**config.mk**
```make
export PLATFORM = sky130hd
export DESIGN_NAME = html_tag_strip_entity_decode
export DESIGN_NICKNAME = d
export VERILOG_FILES = /design/src/rtl/core/hts_pkg.sv /design/src/rtl/core/html_tag_strip_entity_decode.sv /design/src/rtl/core/hts_front.sv /design/src/rtl/core/hts_queue.sv /design/src/rtl/core/hts_back.sv
export SDC_FILE = /design/constraint.sdc
export NUM_CORES = 1
export LEC_CHECK = 0
export BUFFER_PORTS_ARGS = -buffer_cell sky130_fd_sc_hd__clkbuf_2
export CAP_MARGIN = 20
export CORE_ASPECT_RATIO = 1.1
export CORE_MARGIN = 3
export CORE_UTILIZATION = 38
export DETAILED_ROUTE_END_ITERATION = 10
export SYNTH_ARGS = -nofsm -noshare
export SYNTH_HDL_FRONTEND = slang
export SYNTH_SLANG_ARGS = --single-unit
```
**constraint.sdc**
```tcl
create_clock -name clk_i -period 13.7 [get_ports clk_i]
set_input_delay 1.37 -clock clk_i [delete_from_list [all_inputs] [get_ports clk_i]]
set_output_delay 1.37 -clock clk_i [all_outputs]
set_load 0.02 [all_outputs]
```
**src/rtl/core/hts_pkg.sv**
```systemverilog
// hts_pkg: shared types, constants and entity tables for the html tag stripper
// used by every module under rtl/core; depends on nothing

package hts_pkg;

  localparam int unsigned MaxOut       = 6;
  localparam int unsigned NumEnt       = 4;
  localparam int unsigned HeldDepth    = 4;
  localparam int unsigned QueueDepthDf = 4;

  localparam logic [7:0] ChAmp  = 8'h26;
  localparam logic [7:0] ChLt   = 8'h3C;
  localparam logic [7:0] ChGt   = 8'h3E;
  localparam logic [7:0] ChQuot = 8'h22;
  localparam logic [7:0] ChSemi = 8'h3B;

  typedef enum logic [1:0] {
    EntAmp  = 2'd0,
    EntLt   = 2'd1,
    EntGt   = 2'd2,
    EntQuot = 2'd3
  } ent_e;

  typedef struct packed {
    logic [7:0] in_byte;
    logic       is_final;
  } in_beat_t;

  typedef struct packed {
    logic [7:0] out_byte;
    logic       byte_valid;
    logic       run_last;
    logic       text_end;
  } out_beat_t;

  // results caused by one input beat
  typedef struct packed {
    logic [MaxOut-1:0][7:0] data;
    logic [2:0]             count;
    logic                   fin;
  } burst_t;

  function automatic logic [2:0] ent_len(input ent_e e);
    logic [2:0] len;
    unique case (e)
      EntAmp:  len = 3'd5;
      EntLt:   len = 3'd4;
      EntGt:   len = 3'd4;
      EntQuot: len = 3'd6;
      default: len = 3'd0;
    endcase
    return len;
  endfunction

  function automatic logic [7:0] ent_sym(input ent_e e);
    logic [7:0] sym;
    unique case (e)
      EntAmp:  sym = ChAmp;
      EntLt:   sym = ChLt;
      EntGt:   sym = ChGt;
      EntQuot: sym = ChQuot;
      default: sym = 8'h00;
    endcase
    return sym;
  endfunction

  // character at position pos of the entity text, position 0 being the ampersand (not returned: pos 0 gives 8'h00)
  function automatic logic [7:0] ent_chr(input ent_e e, input logic [2:0] pos);
    logic [7:0] ch;
    ch = 8'h00;
    unique case (e)
      EntAmp: begin
        unique case (pos)
          3'd1:    ch = 8'h61;
          3'd2:    ch = 8'h6D;
          3'd3:    ch = 8'h70;
          3'd4:    ch = ChSemi;
          default: ch = 8'h00;
        endcase
      end
      EntLt: begin
        unique case (pos)
          3'd1:    ch = 8'h6C;
          3'd2:    ch = 8'h74;
          3'd3:    ch = ChSemi;
          default: ch = 8'h00;
        endcase
      end
      EntGt: begin
        unique case (pos)
          3'd1:    ch = 8'h67;
          3'd2:    ch = 8'h74;
          3'd3:    ch = ChSemi;
          default: ch = 8'h00;
        endcase
      end
      EntQuot: begin
        unique case (pos)
          3'd1:    ch = 8'h71;
          3'd2:    ch = 8'h75;
          3'd3:    ch = 8'h6F;
          3'd4:    ch = 8'h74;
          3'd5:    ch = ChSemi;
          default: ch = 8'h00;
        endcase
      end
      default: ch = 8'h00;
    endcase
    return ch;
  endfunction

endpackage

```
**src/rtl/core/html_tag_strip_entity_decode.sv**
```systemverilog
// Strips html tags and decodes &amp; &lt; &gt; &quot; on a byte stream. One input beat
// is taken per cycle while the burst queue has room; a beat causes 0 to 6 result beats
// (a final beat with no text gives one empty end marker), and the back end sends one
// result beat per cycle while the receiver does not stall; the queue of QueueDepth
// bursts absorbs the expansion.
// Depends on hts_pkg, hts_front, hts_queue and hts_back.

module html_tag_strip_entity_decode #(
  parameter int unsigned QueueDepth = hts_pkg::QueueDepthDf
) (
  input  logic               clk_i,
  input  logic               rst_ni,
  input  logic               in_valid_i,
  output logic               in_stall_o,
  input  hts_pkg::in_beat_t  in_data_i,
  output logic               out_valid_o,
  input  logic               out_stall_i,
  output hts_pkg::out_beat_t out_data_o
);

  logic            accept;
  logic            push;
  logic            pop;
  logic            q_valid;
  logic            q_full;
  hts_pkg::burst_t burst_in;
  hts_pkg::burst_t burst_head;

  assign in_stall_o = q_full;
  assign accept     = in_valid_i && !q_full;

  hts_front u_front (
    .clk_i     (clk_i),
    .rst_ni    (rst_ni),
    .accept_i  (accept),
    .in_data_i (in_data_i),
    .push_o    (push),
    .burst_o   (burst_in)
  );

  hts_queue #(
    .Depth (QueueDepth)
  ) u_queue (
    .clk_i   (clk_i),
    .rst_ni  (rst_ni),
    .push_i  (push),
    .wdata_i (burst_in),
    .pop_i   (pop),
    .rdata_o (burst_head),
    .valid_o (q_valid),
    .full_o  (q_full)
  );

  hts_back u_back (
    .clk_i        (clk_i),
    .rst_ni       (rst_ni),
    .head_i       (burst_head),
    .head_valid_i (q_valid),
    .pop_o        (pop),
    .out_valid_o  (out_valid_o),
    .out_stall_i  (out_stall_i),
    .out_data_o   (out_data_o)
  );

endmodule

```
**src/rtl/core/hts_front.sv**
```systemverilog
// hts_front: tag tracking and entity matching, one input beat per cycle while accept_i is high
// builds the burst of results per beat; depends on hts_pkg

module hts_front (
  input  logic              clk_i,
  input  logic              rst_ni,
  input  logic              accept_i,
  input  hts_pkg::in_beat_t in_data_i,
  output logic              push_o,
  output hts_pkg::burst_t   burst_o
);

  logic       tag_q, tag_d;
  logic [2:0] ml_q, ml_d;
  logic [3:0] mask_q, mask_d;
  logic [7:0] held_q [hts_pkg::HeldDepth];
  logic [7:0] held_d [hts_pkg::HeldDepth];

  logic [hts_pkg::MaxOut-1:0][7:0] buf_c;
  logic [2:0] n_c;
  logic [3:0] keep_c;
  logic       done_c;
  logic       plain_c;
  logic [7:0] ch_c;
  logic       fin_c;

  always_comb begin
    ch_c    = in_data_i.in_byte;
    fin_c   = in_data_i.is_final;
    tag_d   = tag_q;
    ml_d    = ml_q;
    mask_d  = mask_q;
    held_d  = held_q;
    buf_c   = '0;
    n_c     = '0;
    keep_c  = '0;
    done_c  = 1'b0;
    plain_c = 1'b1;

    if (ml_q != 3'd0) begin
      for (int e = 0; e < hts_pkg::NumEnt; e++) begin
        keep_c[e] = mask_q[e] && (ml_q < hts_pkg::ent_len(hts_pkg::ent_e'(e)))
                    && (hts_pkg::ent_chr(hts_pkg::ent_e'(e), ml_q) == ch_c);
      end
      if (keep_c != 4'd0) begin
        plain_c = 1'b0;
        for (int e = 0; e < hts_pkg::NumEnt; e++) begin
          if (!done_c && keep_c[e]
              && (3'(ml_q + 3'd1) == hts_pkg::ent_len(hts_pkg::ent_e'(e)))) begin
            buf_c[n_c] = hts_pkg::ent_sym(hts_pkg::ent_e'(e));
            n_c        = 3'(n_c + 3'd1);
            done_c     = 1'b1;
          end
        end
        if (done_c) begin
          ml_d   = 3'd0;
          mask_d = 4'd0;
        end else begin
          if (ml_q <= 3'd4) begin
            held_d[2'(ml_q - 3'd1)] = ch_c;
          end
          ml_d   = 3'(ml_q + 3'd1);
          mask_d = keep_c;
        end
      end else begin
        // mismatch: ampersand and held letters go out literally
        for (int k = 0; k <= hts_pkg::HeldDepth; k++) begin
          if (3'(k) < ml_q) begin
            buf_c[n_c] = (k == 0) ? hts_pkg::ChAmp : held_q[k-1];
            n_c        = 3'(n_c + 3'd1);
          end
        end
        ml_d   = 3'd0;
        mask_d = 4'd0;
      end
    end

    if (plain_c) begin
      priority if (ch_c == hts_pkg::ChLt) begin
        tag_d = 1'b1;
      end else if (ch_c == hts_pkg::ChGt) begin
        tag_d = 1'b0;
      end else if (tag_q) begin
        tag_d = 1'b1;
      end else if (ch_c == hts_pkg::ChAmp) begin
        ml_d   = 3'd1;
        mask_d = 4'hF;
      end else begin
        if (n_c < 3'(hts_pkg::MaxOut)) begin
          buf_c[n_c] = ch_c;
          n_c        = 3'(n_c + 3'd1);
        end
      end
    end

    if (fin_c) begin
      // end of text: pending partial entity goes out literally
      for (int k = 0; k <= hts_pkg::HeldDepth; k++) begin
        if (3'(k) < ml_d && n_c < 3'(hts_pkg::MaxOut)) begin
          buf_c[n_c] = (k == 0) ? hts_pkg::ChAmp : held_d[k-1];
          n_c        = 3'(n_c + 3'd1);
        end
      end
      tag_d  = 1'b0;
      ml_d   = 3'd0;
      mask_d = 4'd0;
    end
  end

  assign burst_o.data  = buf_c;
  assign burst_o.count = n_c;
  assign burst_o.fin   = fin_c;
  assign push_o        = accept_i && ((n_c != 3'd0) || fin_c);

  always_ff @(posedge clk_i or negedge rst_ni) begin
    if (!rst_ni) begin
      tag_q  <= 1'b0;
      ml_q   <= 3'd0;
      mask_q <= 4'd0;
    end else if (accept_i) begin
      tag_q  <= tag_d;
      ml_q   <= ml_d;
      mask_q <= mask_d;
    end
  end

  always_ff @(posedge clk_i) begin
    if (accept_i) begin
      held_q <= held_d;
    end
  end

endmodule

```
**src/rtl/core/hts_queue.sv**
```systemverilog
// hts_queue: short register fifo of result bursts between front and back
// depends on hts_pkg for the burst type

module hts_queue #(
  parameter int unsigned Depth = hts_pkg::QueueDepthDf
) (
  input  logic            clk_i,
  input  logic            rst_ni,
  input  logic            push_i,
  input  hts_pkg::burst_t wdata_i,
  input  logic            pop_i,
  output hts_pkg::burst_t rdata_o,
  output logic            valid_o,
  output logic            full_o
);

  localparam int unsigned PtrW = (Depth > 1) ? $clog2(Depth) : 1;
  localparam int unsigned CntW = $clog2(Depth + 1);

  hts_pkg::burst_t  mem_q [Depth];
  logic [PtrW-1:0]  wr_q, rd_q;
  logic [CntW-1:0]  cnt_q;
  logic             do_pop;

  assign do_pop  = pop_i && valid_o;
  assign valid_o = cnt_q != '0;
  assign full_o  = cnt_q == CntW'(Depth);
  assign rdata_o = mem_q[rd_q];

  always_ff @(posedge clk_i or negedge rst_ni) begin
    if (!rst_ni) begin
      wr_q  <= '0;
      rd_q  <= '0;
      cnt_q <= '0;
    end else begin
      if (push_i) begin
        wr_q <= (wr_q == PtrW'(Depth - 1)) ? '0 : PtrW'(wr_q + 1'b1);
      end
      if (do_pop) begin
        rd_q <= (rd_q == PtrW'(Depth - 1)) ? '0 : PtrW'(rd_q + 1'b1);
      end
      unique case ({push_i, do_pop})
        2'b10:   cnt_q <= CntW'(cnt_q + 1'b1);
        2'b01:   cnt_q <= CntW'(cnt_q - 1'b1);
        default: cnt_q <= cnt_q;
      endcase
    end
  end

  always_ff @(posedge clk_i) begin
    if (push_i) begin
      mem_q[wr_q] <= wdata_i;
    end
  end

endmodule

```
**src/rtl/core/hts_back.sv**
```systemverilog
// hts_back: serializes queued bursts into result beats through an output register
// depends on hts_pkg

module hts_back (
  input  logic               clk_i,
  input  logic               rst_ni,
  input  hts_pkg::burst_t    head_i,
  input  logic               head_valid_i,
  output logic               pop_o,
  output logic               out_valid_o,
  input  logic               out_stall_i,
  output hts_pkg::out_beat_t out_data_o
);

  logic [2:0]         idx_q;
  logic               out_valid_q;
  hts_pkg::out_beat_t out_q;
  logic               load;
  logic               last;

  assign load  = head_valid_i && (!out_valid_q || !out_stall_i);
  assign last  = (head_i.count == 3'd0) || (idx_q == 3'(head_i.count - 3'd1));
  assign pop_o = load && last;

  always_ff @(posedge clk_i or negedge rst_ni) begin
    if (!rst_ni) begin
      idx_q       <= 3'd0;
      out_valid_q <= 1'b0;
    end else begin
      if (load) begin
        out_valid_q <= 1'b1;
        idx_q       <= last ? 3'd0 : 3'(idx_q + 3'd1);
      end else if (!out_stall_i) begin
        out_valid_q <= 1'b0;
      end
    end
  end

  always_ff @(posedge clk_i) begin
    if (load) begin
      out_q.out_byte   <= (head_i.count == 3'd0) ? 8'h00 : head_i.data[idx_q];
      out_q.byte_valid <= head_i.count != 3'd0;
      out_q.run_last   <= last;
      out_q.text_end   <= last && head_i.fin;
    end
  end

  assign out_valid_o = out_valid_q;
  assign out_data_o  = out_q;

  a_idx_idle: assert property (@(posedge clk_i) disable iff (!rst_ni)
    !head_valid_i |-> idx_q == 3'd0)
    else $error("burst index not at zero with empty queue");

  a_idx_range: assert property (@(posedge clk_i) disable iff (!rst_ni)
    head_valid_i && head_i.count != 3'd0 |-> idx_q < head_i.count)
    else $error("burst index beyond burst length");

  a_end_last: assert property (@(posedge clk_i) disable iff (!rst_ni)
    out_valid_q && out_q.text_end |-> out_q.run_last)
    else $error("text end without run last");

  a_marker_end: assert property (@(posedge clk_i) disable iff (!rst_ni)
    out_valid_q && !out_q.byte_valid |-> out_q.text_end)
    else $error("empty marker not at text end");

endmodule

```
==> run metrics <==
Slew HR 0.210; Setup-failing EPs final 0; adder-cell share of the synthesized area 0.0263; slowest cell on the critical path dfrtp_1; clk slew on worst S/H paths 0.06 ns; Pre-antenna DRT Iters 6; DP HPWL slightly above 40 mm; PnR worst setup slack between 1.5 and 2 ns; crit-path max cell delay 0.74 ns; CP required 14.01 ns; Syn Nets 1564; main combinational cell family by area after synthesis compound AO/OA/AOI/OAI gates; largest net degree at the start of global routing 60; Top Layer Used met4; core area 0.0434 mm^2; initial DRC count about 1900; post-synthesis average cell area 11.0 um^2; initial antenna violation count 0; asr flop ratio synth 0.0704; DRT met1 WL approximately 23 mm; Die ar. 0.0466 mm^2; Post-CTS Resized 0; Pleak 6.24 nW; Worst EP arrival between 10 and 15 ns; Worst-Skew Late Latency 0.57 ns; RSZ-0062 raised after global routing false; antenna-violating nets left 0; area growth from synthesis to layout 9.94%; CTS tree built; Synth Area in Simple Gates 0.140; Tmin final 11.85 ns; Seq cells post-synth 270; Hold Path Class reg2reg; Worst Path Max Fanout 15; most frequent cells in the layout edfxtp_1 (251), nand2_1 (165), nor2_1 (125); Max Clk Rate 0.0844 GHz; WL/cell 26.9 um; Synth Area in Compound Gates 0.197; DR WL met2 between 20 and 30 mm; setup TNS 0 ns; setup repair bufs after CTS 0; number of flops mapped to enable cells by yosys 251; WL met3 4.87 mm; total grt overflow 0; peak supply drop around 0.00009 V; post-synthesis xor/xnor area fraction 0.00672; H-tree levels 1; mapped cell area 0.0168 mm^2; cell row count 80; Post-Syn Instances roughly 1500; fill cell count 4123; CTS max path bufs 3; Clock Skews 0.0250 ns; CTS Root Cell clkbuf_16; Num CTS Buffers 30; clock sinks 270; FF+latch area around 0.008 mm^2; first-pass GRT wire length around 85 mm; DR DRC count 0; pre-CTS setup slack 2.00 ns; Final GP Congestion 1.04; Netlist cell types 102; IO buf count 25; Worst path most repeated cell ha_1; Ant. Diodes 0; Setup CP Type reg2reg; I/O Pins 26; warnings from Yosys 0; hold slack final between 0.4 and 0.5 ns; area of the multi-input gates 0.00812 mm^2; end-of-flow core utilization 0.424; most common cell after layout, fill and taps aside edfxtp_1; worst-margin pin slew 1.15 ns; vias in the first global route 12895; Power Dens Cells 160 mW/mm^2; max-cap viol count 0; layout cells sized above 1 0.153; Fin. Hold Viols 0; Final nets 1555; Total Wirelength 56.6 mm; status complete, no violations; Starting Density 0.386; Worst setup SP type flop; Max Transition Viols Final 0; die width 206 um; sequential element share of the synthesized area 0.478; Post-CTS Hold Buffers 0; Worst Setup End Kind flop; mux cell area share after synthesis 0.114; global-route usage over all layers 0.241; Main synth FF type edfxtp_1; Final period util 0.865; drt via density 6.50; Die Y 226 um; via count 13687
-- final cells by class --
class,instances,area share
timing repair buffer,57,0.0198
multi-input combinational,1095,0.441
tap,574,0.0390
clock buffer,34,0.0427
sequential,270,0.435
inverter,54,0.0114
clock inverter,21,0.0111
-- sequential cells by signal, summed over array words and instances, names as in the netlist --
register            cells
u_queue.mem_q         208
u_front.held_q         32
u_back.out_data_o      11
u_front.mask_q          4
u_back.idx_q            3
u_front.ml_q            3
u_queue.cnt_q           3
u_queue.rd_q            2
u_queue.wr_q            2
u_back.out_valid_o      1
u_front.tag_q           1
-- layer usage --
layer,global-route usage,vias to the layer above
met5,0,-
li1,-,5961
met4,0.111,0
met2,0.383,866
met3,0.0376,233
met1,0.327,6627
-- report_power, final --
part / total (mW) / switching [mW] / internal [mW]
Clock: 0.810 / 0.338 / 0.472
Sequential: 1.23 / 0.103 / 1.12
Combinational: 0.902 / 0.535 / 0.367
-- synthesized netlist by cell type, drive strengths merged, types with 34 or more instances --
cell    instances  area, um^2
a22oi          38         285
clkbuf         61         229
o21ai          70         354
buf            37         204
a31oi          34         213
nor3           50         294
edfxtp        251        7540
mux4           60        1350
a21oi          78         394
nor2          127         487
inv            51         199
nand2         166         631
-- final timing paths --
path	to	startpoint	slack [ns]	depth (start not counted)
worst max-delay path	u_queue.mem_q[3][35]	u_front.ml_q[1]	1.85	39
worst min-delay path	u_back.out_valid_o	u_back.out_valid_o	0.49	2
worst max register to register	u_queue.mem_q[3][35]	u_front.ml_q[1]	1.85	39
worst min register to register	u_back.out_valid_o	u_back.out_valid_o	0.49	2
max in group asynchronous	u_queue.rd_q[0]	rst_ni	12.27	1
min in group asynchronous	u_front.tag_q	rst_ni	0.86	1
-- worst max-delay path, delay by kind of cell (launching register included) --
kind	cells	cell delay, ns
compound gates	12	3.99
fa+ha+maj	7	2.63
buf+inv	5	0.91
flops	1	0.74
simple gates	15	3.31
-- through the flow --
step,area [um^2],std cells,power (mW)
global route,18400,2105,3.08
detailed placement,17400,2050,2.15
finish,18400,2105,2.94
CTS,18400,2105,2.96
floorplan,16800,1517,1.85
global placement,17400,2048,2.14
-- cell families after synthesis --
family / count (synthesis)
AO/OA/AOI/OAI: 458
XOR/XNOR: 12
adder cells (fa/ha/maj): 34
buffers and inverters: 152
flip-flops: 270
multiplexers: 113
AND/OR/NAND/NOR: 478
Power figures use the tool's default switching activity.
